--- src/design/pidmsr_pkg.sv ---
// Shared types and constants for the motor speed PID regulator.
`default_nettype none
package pidmsr_pkg;

	localparam int ADDR_W = 5;
	localparam int DATA_W = 32;

	// Register indexes (byte address = 4 * index).
	localparam logic [2:0] REG_GAIN_P         = 3'd0;
	localparam logic [2:0] REG_GAIN_I         = 3'd1;
	localparam logic [2:0] REG_GAIN_D         = 3'd2;
	localparam logic [2:0] REG_INTEGRAL_LIMIT = 3'd3;
	localparam logic [2:0] REG_PWM_PERIOD     = 3'd4;
	localparam logic [2:0] REG_REVERSE_WIRING = 3'd5;

	localparam logic [23:0] GAIN_P_RST         = 24'd5243;
	localparam logic [23:0] GAIN_I_RST         = 24'd1049;
	localparam logic [23:0] GAIN_D_RST         = 24'd1049;
	localparam logic [15:0] INTEGRAL_LIMIT_RST = 16'd1000;
	localparam logic [15:0] PWM_PERIOD_RST     = 16'd750;

	localparam int Q20_SHIFT = 20;
	localparam logic signed [44:0] ONE_Q20 = 45'sd1048576;

	typedef enum logic [3:0] {
		ST_IDLE,
		ST_ERR,
		ST_MULP,
		ST_MULI,
		ST_MULD,
		ST_ADDD,
		ST_SAT,
		ST_CMP,
		ST_DONE
	} state_t;

	typedef enum logic [1:0] {
		MUL_P,
		MUL_I,
		MUL_D,
		MUL_CMP
	} mul_sel_t;

	typedef struct packed {
		logic [23:0] gain_p;
		logic [23:0] gain_i;
		logic [23:0] gain_d;
		logic [15:0] integral_limit;
		logic [15:0] pwm_period;
		logic        reverse_wiring;
	} cfg_t;

	typedef struct packed {
		logic     load_in;
		logic     calc_err;
		logic     clr_sum;
		logic     mul_en;
		mul_sel_t mul_sel;
		logic     acc_en;
		logic     calc_sat;
		logic     out_load;
	} cmd_t;

	typedef struct packed {
		logic target_zero;
	} status_t;

endpackage
`default_nettype wire

--- src/design/pid_motor_speed_pwm_regulator_core.sv ---
// Top level of the motor speed PID regulator: register port, sequencer and datapath.
//
//  channel   direction  handshake            payload
//  in        input      in_valid/in_stall    target_rate, measured_rate
//  out       output     out_valid/out_stall  compare_forward, compare_reverse, reverse_direction
//  cfg       input      APB psel/penable     paddr, pwdata, prdata
//
// An item goes from acceptance to a valid result through the sequencer, which runs the error
// step, three gain products on the one shared multiplier, their sum, the drive clamp and the
// compare product in turn; a zero target skips the gain products and their sum. The next item
// can be taken in the cycle after the result is loaded, not before.
// Input is taken only while the sequencer is idle; a result waiting on out_stall does not
// block the next item until that item is ready to be written out.
// Reset clears the PID state, the handshake state and restores the register defaults.
`default_nettype none
module pid_motor_speed_pwm_regulator_core (
	input  wire                          clk,
	input  wire                          arst_n,
	input  wire                          in_valid,
	output logic                         in_stall,
	input  wire signed [15:0]            target_rate,
	input  wire signed [15:0]            measured_rate,
	output logic                         out_valid,
	input  wire                          out_stall,
	output logic [15:0]                  compare_forward,
	output logic [15:0]                  compare_reverse,
	output logic                         reverse_direction,
	input  wire                          psel,
	input  wire                          penable,
	input  wire                          pwrite,
	input  wire [pidmsr_pkg::ADDR_W-1:0] paddr,
	input  wire [pidmsr_pkg::DATA_W-1:0] pwdata,
	output logic [pidmsr_pkg::DATA_W-1:0] prdata,
	output logic                         pready
);

	pidmsr_pkg::cfg_t    cfg_q;
	pidmsr_pkg::cmd_t    cmd;
	pidmsr_pkg::status_t status;
	logic [2:0]          reg_idx;

	assign reg_idx = paddr[4:2];
	assign pready  = 1'b1;

	always_ff @(posedge clk or negedge arst_n) begin
		if (!arst_n) begin
			cfg_q.gain_p         <= pidmsr_pkg::GAIN_P_RST;
			cfg_q.gain_i         <= pidmsr_pkg::GAIN_I_RST;
			cfg_q.gain_d         <= pidmsr_pkg::GAIN_D_RST;
			cfg_q.integral_limit <= pidmsr_pkg::INTEGRAL_LIMIT_RST;
			cfg_q.pwm_period     <= pidmsr_pkg::PWM_PERIOD_RST;
			cfg_q.reverse_wiring <= 1'b0;
		end else if (psel && penable && pwrite) begin
			case (reg_idx)
				pidmsr_pkg::REG_GAIN_P:         cfg_q.gain_p         <= pwdata[23:0];
				pidmsr_pkg::REG_GAIN_I:         cfg_q.gain_i         <= pwdata[23:0];
				pidmsr_pkg::REG_GAIN_D:         cfg_q.gain_d         <= pwdata[23:0];
				pidmsr_pkg::REG_INTEGRAL_LIMIT: cfg_q.integral_limit <= pwdata[15:0];
				pidmsr_pkg::REG_PWM_PERIOD:     cfg_q.pwm_period     <= pwdata[15:0];
				pidmsr_pkg::REG_REVERSE_WIRING: cfg_q.reverse_wiring <= pwdata[0];
				default: begin
				end
			endcase
		end
	end

	always_comb begin
		case (reg_idx)
			pidmsr_pkg::REG_GAIN_P:         prdata = {8'd0, cfg_q.gain_p};
			pidmsr_pkg::REG_GAIN_I:         prdata = {8'd0, cfg_q.gain_i};
			pidmsr_pkg::REG_GAIN_D:         prdata = {8'd0, cfg_q.gain_d};
			pidmsr_pkg::REG_INTEGRAL_LIMIT: prdata = {16'd0, cfg_q.integral_limit};
			pidmsr_pkg::REG_PWM_PERIOD:     prdata = {16'd0, cfg_q.pwm_period};
			pidmsr_pkg::REG_REVERSE_WIRING: prdata = {31'd0, cfg_q.reverse_wiring};
			default:                        prdata = '0;
		endcase
	end

	pidmsr_ctrl u_ctrl (
		.clk       (clk),
		.arst_n    (arst_n),
		.in_valid  (in_valid),
		.in_stall  (in_stall),
		.out_valid (out_valid),
		.out_stall (out_stall),
		.status    (status),
		.cmd       (cmd)
	);

	pidmsr_datapath u_datapath (
		.clk               (clk),
		.arst_n            (arst_n),
		.cmd               (cmd),
		.status            (status),
		.cfg               (cfg_q),
		.target_rate       (target_rate),
		.measured_rate     (measured_rate),
		.compare_forward   (compare_forward),
		.compare_reverse   (compare_reverse),
		.reverse_direction (reverse_direction)
	);

endmodule
`default_nettype wire

--- src/design/pidmsr_ctrl.sv ---
// Sequencer for one regulator tick: accept, error step, shared multiplies, output.
`default_nettype none
module pidmsr_ctrl (
	input  wire                  clk,
	input  wire                  arst_n,
	input  wire                  in_valid,
	output logic                 in_stall,
	output logic                 out_valid,
	input  wire                  out_stall,
	input  pidmsr_pkg::status_t  status,
	output pidmsr_pkg::cmd_t     cmd
);

	pidmsr_pkg::state_t state_q, state_d;
	logic out_valid_q;

	always_ff @(posedge clk or negedge arst_n) begin
		if (!arst_n) begin
			state_q     <= pidmsr_pkg::ST_IDLE;
			out_valid_q <= 1'b0;
		end else begin
			state_q <= state_d;
			if (cmd.out_load) begin
				out_valid_q <= 1'b1;
			end else if (out_valid_q && !out_stall) begin
				out_valid_q <= 1'b0;
			end
		end
	end

	always_comb begin
		state_d     = state_q;
		cmd         = '0;
		cmd.mul_sel = pidmsr_pkg::MUL_P;
		in_stall    = 1'b1;
		case (state_q)
			pidmsr_pkg::ST_IDLE: begin
				in_stall = 1'b0;
				if (in_valid) begin
					cmd.load_in = 1'b1;
					state_d     = pidmsr_pkg::ST_ERR;
				end
			end
			pidmsr_pkg::ST_ERR: begin
				cmd.calc_err = 1'b1;
				cmd.clr_sum  = 1'b1;
				// zero target skips the weighted sum and drives zero
				state_d = status.target_zero ? pidmsr_pkg::ST_SAT : pidmsr_pkg::ST_MULP;
			end
			pidmsr_pkg::ST_MULP: begin
				cmd.mul_en  = 1'b1;
				cmd.mul_sel = pidmsr_pkg::MUL_P;
				state_d     = pidmsr_pkg::ST_MULI;
			end
			pidmsr_pkg::ST_MULI: begin
				cmd.mul_en  = 1'b1;
				cmd.mul_sel = pidmsr_pkg::MUL_I;
				cmd.acc_en  = 1'b1;
				state_d     = pidmsr_pkg::ST_MULD;
			end
			pidmsr_pkg::ST_MULD: begin
				cmd.mul_en  = 1'b1;
				cmd.mul_sel = pidmsr_pkg::MUL_D;
				cmd.acc_en  = 1'b1;
				state_d     = pidmsr_pkg::ST_ADDD;
			end
			pidmsr_pkg::ST_ADDD: begin
				cmd.acc_en = 1'b1;
				state_d    = pidmsr_pkg::ST_SAT;
			end
			pidmsr_pkg::ST_SAT: begin
				cmd.calc_sat = 1'b1;
				state_d      = pidmsr_pkg::ST_CMP;
			end
			pidmsr_pkg::ST_CMP: begin
				cmd.mul_en  = 1'b1;
				cmd.mul_sel = pidmsr_pkg::MUL_CMP;
				state_d     = pidmsr_pkg::ST_DONE;
			end
			pidmsr_pkg::ST_DONE: begin
				// hold until the output register is free
				if (!out_valid_q || !out_stall) begin
					cmd.out_load = 1'b1;
					state_d      = pidmsr_pkg::ST_IDLE;
				end
			end
			default: begin
				state_d = pidmsr_pkg::ST_IDLE;
			end
		endcase
	end

	assign out_valid = out_valid_q;

endmodule
`default_nettype wire

--- src/design/pidmsr_datapath.sv ---
// Regulator datapath: PID state, one shared multiplier, drive clamp and compare mapping.
`default_nettype none
module pidmsr_datapath (
	input  wire                         clk,
	input  wire                         arst_n,
	input  pidmsr_pkg::cmd_t            cmd,
	output pidmsr_pkg::status_t         status,
	input  pidmsr_pkg::cfg_t            cfg,
	input  wire signed [15:0]           target_rate,
	input  wire signed [15:0]           measured_rate,
	output logic [15:0]                 compare_forward,
	output logic [15:0]                 compare_reverse,
	output logic                        reverse_direction
);

	logic signed [15:0] target_q;
	logic signed [15:0] measured_q;
	logic signed [15:0] prev_error_q;
	logic signed [16:0] integral_q;
	logic signed [15:0] prev_target_q;

	logic signed [15:0] err_q;
	logic signed [16:0] deriv_q;
	logic signed [16:0] acc_q;
	logic signed [46:0] prod_q;
	logic signed [43:0] sum_q;
	logic        [20:0] mag_q;
	logic               neg_q;

	logic signed [16:0] diff;
	logic signed [15:0] err_sat;
	logic signed [16:0] deriv;
	logic signed [16:0] base;
	logic signed [17:0] acc_raw;
	logic signed [17:0] lim_pos;
	logic signed [17:0] lim_neg;
	logic signed [17:0] acc_clamp;

	logic signed [21:0] mul_a;
	logic signed [24:0] mul_b;

	logic               keep;
	logic signed [44:0] drv_keep;
	logic signed [44:0] drv_inv;
	logic signed [44:0] drv_clamp;
	logic signed [44:0] drv_mag;
	logic        [15:0] cmp_val;

	always_comb begin
		diff = {target_q[15], target_q} - {measured_q[15], measured_q};
		if (diff > 17'sd32767) begin
			err_sat = 16'sh7fff;
		end else if (diff < -17'sd32768) begin
			err_sat = -16'sd32768;
		end else begin
			err_sat = diff[15:0];
		end
		deriv = {err_sat[15], err_sat} - {prev_error_q[15], prev_error_q};
		// a changed target starts the integral from zero
		base    = (target_q != prev_target_q) ? 17'sd0 : integral_q;
		acc_raw = {base[16], base} + {{2{err_sat[15]}}, err_sat};
		lim_pos = {2'b00, cfg.integral_limit};
		lim_neg = -lim_pos;
		if (acc_raw > lim_pos) begin
			acc_clamp = lim_pos;
		end else if (acc_raw < lim_neg) begin
			acc_clamp = lim_neg;
		end else begin
			acc_clamp = acc_raw;
		end
	end

	always_comb begin
		case (cmd.mul_sel)
			pidmsr_pkg::MUL_P: begin
				mul_a = {{6{err_q[15]}}, err_q};
				mul_b = {1'b0, cfg.gain_p};
			end
			pidmsr_pkg::MUL_I: begin
				mul_a = {{5{acc_q[16]}}, acc_q};
				mul_b = {1'b0, cfg.gain_i};
			end
			pidmsr_pkg::MUL_D: begin
				mul_a = {{5{deriv_q[16]}}, deriv_q};
				mul_b = {1'b0, cfg.gain_d};
			end
			pidmsr_pkg::MUL_CMP: begin
				mul_a = {1'b0, mag_q};
				mul_b = {9'd0, cfg.pwm_period};
			end
			default: begin
				mul_a = '0;
				mul_b = '0;
			end
		endcase
	end

	always_comb begin
		keep = ((sum_q > 44'sd0) && (target_q > 16'sd0)) ||
		       ((sum_q < 44'sd0) && (target_q < 16'sd0));
		drv_keep = keep ? {sum_q[43], sum_q} : 45'sd0;
		drv_inv  = cfg.reverse_wiring ? -drv_keep : drv_keep;
		if (drv_inv > pidmsr_pkg::ONE_Q20) begin
			drv_clamp = pidmsr_pkg::ONE_Q20;
		end else if (drv_inv < -pidmsr_pkg::ONE_Q20) begin
			drv_clamp = -pidmsr_pkg::ONE_Q20;
		end else begin
			drv_clamp = drv_inv;
		end
		drv_mag = drv_clamp[44] ? -drv_clamp : drv_clamp;
		cmp_val = prod_q[pidmsr_pkg::Q20_SHIFT +: 16];
	end

	always_ff @(posedge clk or negedge arst_n) begin
		if (!arst_n) begin
			prev_error_q  <= '0;
			integral_q    <= '0;
			prev_target_q <= '0;
		end else if (cmd.calc_err) begin
			if (target_q == 16'sd0) begin
				integral_q <= '0;
			end else begin
				prev_target_q <= target_q;
				prev_error_q  <= err_sat;
				integral_q    <= acc_clamp[16:0];
			end
		end
	end

	always_ff @(posedge clk) begin
		if (cmd.load_in) begin
			target_q   <= target_rate;
			measured_q <= measured_rate;
		end
		if (cmd.calc_err) begin
			err_q   <= err_sat;
			deriv_q <= deriv;
			acc_q   <= acc_clamp[16:0];
		end
		if (cmd.mul_en) begin
			prod_q <= mul_a * mul_b;
		end
		if (cmd.clr_sum) begin
			sum_q <= '0;
		end else if (cmd.acc_en) begin
			sum_q <= sum_q + prod_q[43:0];
		end
		if (cmd.calc_sat) begin
			neg_q <= drv_clamp[44];
			mag_q <= drv_mag[20:0];
		end
		if (cmd.out_load) begin
			compare_forward   <= neg_q ? 16'd0 : cmp_val;
			compare_reverse   <= neg_q ? cmp_val : 16'd0;
			reverse_direction <= neg_q ? !cfg.reverse_wiring : cfg.reverse_wiring;
		end
	end

	assign status.target_zero = (target_q == 16'sd0);

endmodule
`default_nettype wire

--- config.mk ---
export PLATFORM = sky130hd
export DESIGN_NAME = pid_motor_speed_pwm_regulator_core
export DESIGN_NICKNAME = d
export VERILOG_FILES = /design/src/design/pidmsr_pkg.sv /design/src/design/pid_motor_speed_pwm_regulator_core.sv /design/src/design/pidmsr_ctrl.sv /design/src/design/pidmsr_datapath.sv
export SDC_FILE = /design/constraint.sdc
export NUM_CORES = 2
export LEC_CHECK = 0
export BUFFER_PORTS_ARGS = -buffer_cell sky130_fd_sc_hd__buf_2
export CORE_ASPECT_RATIO = 1.5
export CORE_MARGIN = 2
export CORE_UTILIZATION = 25
export CTS_CLUSTER_SIZE = 14
export DETAILED_ROUTE_END_ITERATION = 7
export PLACE_DENSITY = 0.44
export RECOVER_POWER = 50
export SETUP_SLACK_MARGIN = 0.1
export SYNTH_ARGS = -nofsm -noshare
export SYNTH_HDL_FRONTEND = slang
export SYNTH_SLANG_ARGS = --single-unit
--- constraint.sdc ---
create_clock -name clk -period 11.9 [get_ports clk]
set_input_delay 0.595 -clock clk [delete_from_list [all_inputs] [get_ports clk]]
set_output_delay 0.595 -clock clk [all_outputs]
set_load 0.005 [all_outputs]
==> impl_metrics.json <==
{
  "status": "complete, but fails checks",
  "violations": "max-capacitance violations, max-slew violations",
  "report.final.slew_viol_count": 308,
  "synth.largest_area_cell": "fa_1",
  "worst_slew_pin_slew_ps": 3920,
  "critPathKind": "flop to flop",
  "yosysMostFrequentCell": "inv_1",
  "cts_sinks": 384,
  "wl_per_cell_um": 21.9,
  "grt_pass1_vias": 34158,
  "n_fill_cell": 17265,
  "reg2reg_slack_ps": 2070,
  "gr-total-overflow": 0,
  "drt_iter0_drc": 1742,
  "synth_edf_count": 181,
  "skew_ps": 32.2,
  "yosys.area.top_type_share_pct": 21.7,
  "slew_headroom_pct": -162,
  "worstReg2RegEnd": "u_datapath.prod_q[42]$_DFFE_PP_",
  "async_flop_share_pct": 41.4,
  "avgViaCountPerCell": 4.84,
  "cts_made_buffers": 49,
  "met2_length_um": 74600,
  "timing.final.crit_period_ps": 9830,
  "crit_slowest_cell": "nand2_1",
  "layout.nets": 5342,
  "wl_um": 146000,
  "num_rows": 181,
  "synth_flop_cell": "edfxtp_1",
  "synth_area_leaders": "fa_1 22%, edfxtp_1 13%, ha_1 9.1%",
  "yosysUniqueCellTypes": 86,
  "cts_root_buf": "clkbuf_16",
  "vias": 32337,
  "die_y_um": 498,
  "wl_met3_um": 5110,
  "setup_viol": 0,
  "hold_depth": 1,
  "min-delay-start": "measured_rate[3]",
  "grt_use_total_pct": 17.5,
  "synth_area_per_cell_um2": 9.11,
  "routed.top_layer": "met5",
  "grt_max_degree": 69,
  "synth.cell_area_um2": 40700,
  "clk_pin_slew_ps": 70,
  "post_cts_buffers": 0,
  "layout-drive-gt1-share_pct": 10.0,
  "wl_met1_um": 57700,
  "die_x_um": 334,
  "worstPathMaxFanout": 33,
  "crit_arrival_ps": 10240,
  "antenna_found_initial": 4,
  "cp-end-kind": "flop",
  "critPathMaxStageDelay_ps": 580,
  "setup_tns_ps": 0,
  "path_common_cell": "fa_1",
  "dpl.hpwl_um": 115000,
  "grt_pass1_wl_um": 219000,
  "rsz0062_at_grt": "false",
  "critPathLaunchType": "flop",
  "max-cap-violations": 8,
  "fin_crit_sh_pct": 82.6,
  "syn_inst": 4471,
  "ant_nets": 0,
  "start_util_pct": 25.2,
  "fmax_mhz": 102,
  "die_area_um2": 166000,
  "hold_path_end": "u_datapath.measured_q[3]$_DFFE_PP_",
  "synthTopCellsByCount": "601 x inv_1, 598 x nand2_1, 442 x fa_1",
  "clk_latency_ps": 660,
  "ys_warn_count": 0,
  "cts_tree": "built",
  "areaGrowthSynthToFinish_pct": 12.2,
  "ys_seq_area_share_pct": 25.4,
  "drt-pass1-iter-count": 6,
  "portBuffers": 124,
  "coreArea_um2": 162000,
  "r2r-start": "u_ctrl.state_q[1]$_DFFE_PN0P_",
  "cp_top_family": "adder cells",
  "cts.path.max_buffers": 3,
  "hp-class": "input port to flop",
  "hold_viol": 0,
  "r2r_cells": 32,
  "crit_buf_inv": 6,
  "io_pins": 144,
  "remaining_drc_errors": 0,
  "htree_levels": 2,
  "ys_ff_latch": 384,
  "cp.required_ps": 12310,
  "globalplace.congestion": 0.902
}
[cells in the final DEF, fill, tap and decap left out, drive strengths merged, types with 29 or more instances in the layout]
master / n
a221o: 38
a21o: 63
a221oi: 32
nor3: 39
xor2: 52
nor2b: 46
mux2i: 71
nand2: 598
buf: 191
xnor2: 132
inv: 603
mux2: 104
a21oi: 182
dfrtp: 130
ha: 296
a31oi: 29
nand2b: 40
dfstp: 29
a211oi: 31
nor2: 431
o21ai: 163
nand3: 57
fa: 442
nor4: 30
edfxtp: 181
dfxtp: 44
clkbuf: 86
and2: 51
and3: 31
nand4: 31
[layer usage]
layer	up-vias	track usage [%]
li1	14976	-
met1	16329	20.0
met2	774	31.9
met3	254	1.90
met4	4	9.43
met5	-	0
[final cells by class]
type	count	area (µm²)	area share (%)
clock buffers	61	1320	2.89
clock inverters	30	370	0.811
repair buffers	217	1280	2.81
multi-input cells	3271	27500	60.1
diodes	4	10.0	0.0219
flip-flops and latches	384	10300	22.6
well taps	2104	2630	5.76
inverters	605	2270	4.97
[registers in the layout (all words and copies together), names as in the netlist]
signal and count:
cfg_q 105, u_ctrl.out_valid 1, u_ctrl.state_q 4, u_datapath.acc_q 17, u_datapath.compare_forward 16, u_datapath.compare_reverse 16, u_datapath.deriv_q 17, u_datapath.err_q 16
u_datapath.integral_q 17, u_datapath.mag_q 21, u_datapath.measured_q 16, u_datapath.neg_q 1, u_datapath.prev_error_q 16, u_datapath.prev_target_q 16, u_datapath.prod_q 44, u_datapath.reverse_direction 1
u_datapath.sum_q 44, u_datapath.target_q 16
[worst max-delay path by stage]
stage / startpoint / to / slack [ps] / cells past startpoint
global route: u_ctrl.state_q[1]$_DFFE_PN0P_ / u_datapath.prod_q[42]$_DFFE_PP_ / 1250 / 33
floorplan: u_ctrl.state_q[1]$_DFFE_PN0P_ / u_datapath.prod_q[42]$_DFFE_PP_ / 3110 / 31
global placement: u_ctrl.state_q[1]$_DFFE_PN0P_ / u_datapath.prod_q[42]$_DFFE_PP_ / 1910 / 32
finish: u_ctrl.state_q[1]$_DFFE_PN0P_ / u_datapath.prod_q[42]$_DFFE_PP_ / 2070 / 32
CTS: u_ctrl.state_q[1]$_DFFE_PN0P_ / u_datapath.prod_q[42]$_DFFE_PP_ / 1890 / 32
detailed placement: u_ctrl.state_q[1]$_DFFE_PN0P_ / u_datapath.prod_q[42]$_DFFE_PP_ / 1910 / 32
[kinds of logic after synthesis]
logic type / synth area share, %
AOI/OAI and AO/OA: 11.9
xor gates and xnor gates: 3.96
adders and majority gates: 30.8
buffers and inverters: 7.69
DFF: 25.4
muxes: 4.62
other: 0.0184
and+or+nand+nor: 15.6
[repair_timing]
action	CTS	global route
resized for setup	0	0
hold buffers	1	0
hold endpoints to repair	39	0
[metrics by stage]
stage	hold WS, ps	setup slack (ps)	utilization [%]	cells	cell area, µm²
after global placement	449	1910	27.2	6580	44000
after global routing	100	1250	28.2	6672	45700
after CTS	90.1	1890	28.3	6672	45700
final	129	2070	28.2	6676	45700
after detailed placement	458	1910	27.2	6580	44000
after floorplan	299	3110	-	4478	40800
Power is left out: the tool's default activity adds up to more than one toggle a clock period on the data nets, which glitch-free logic cannot reach.
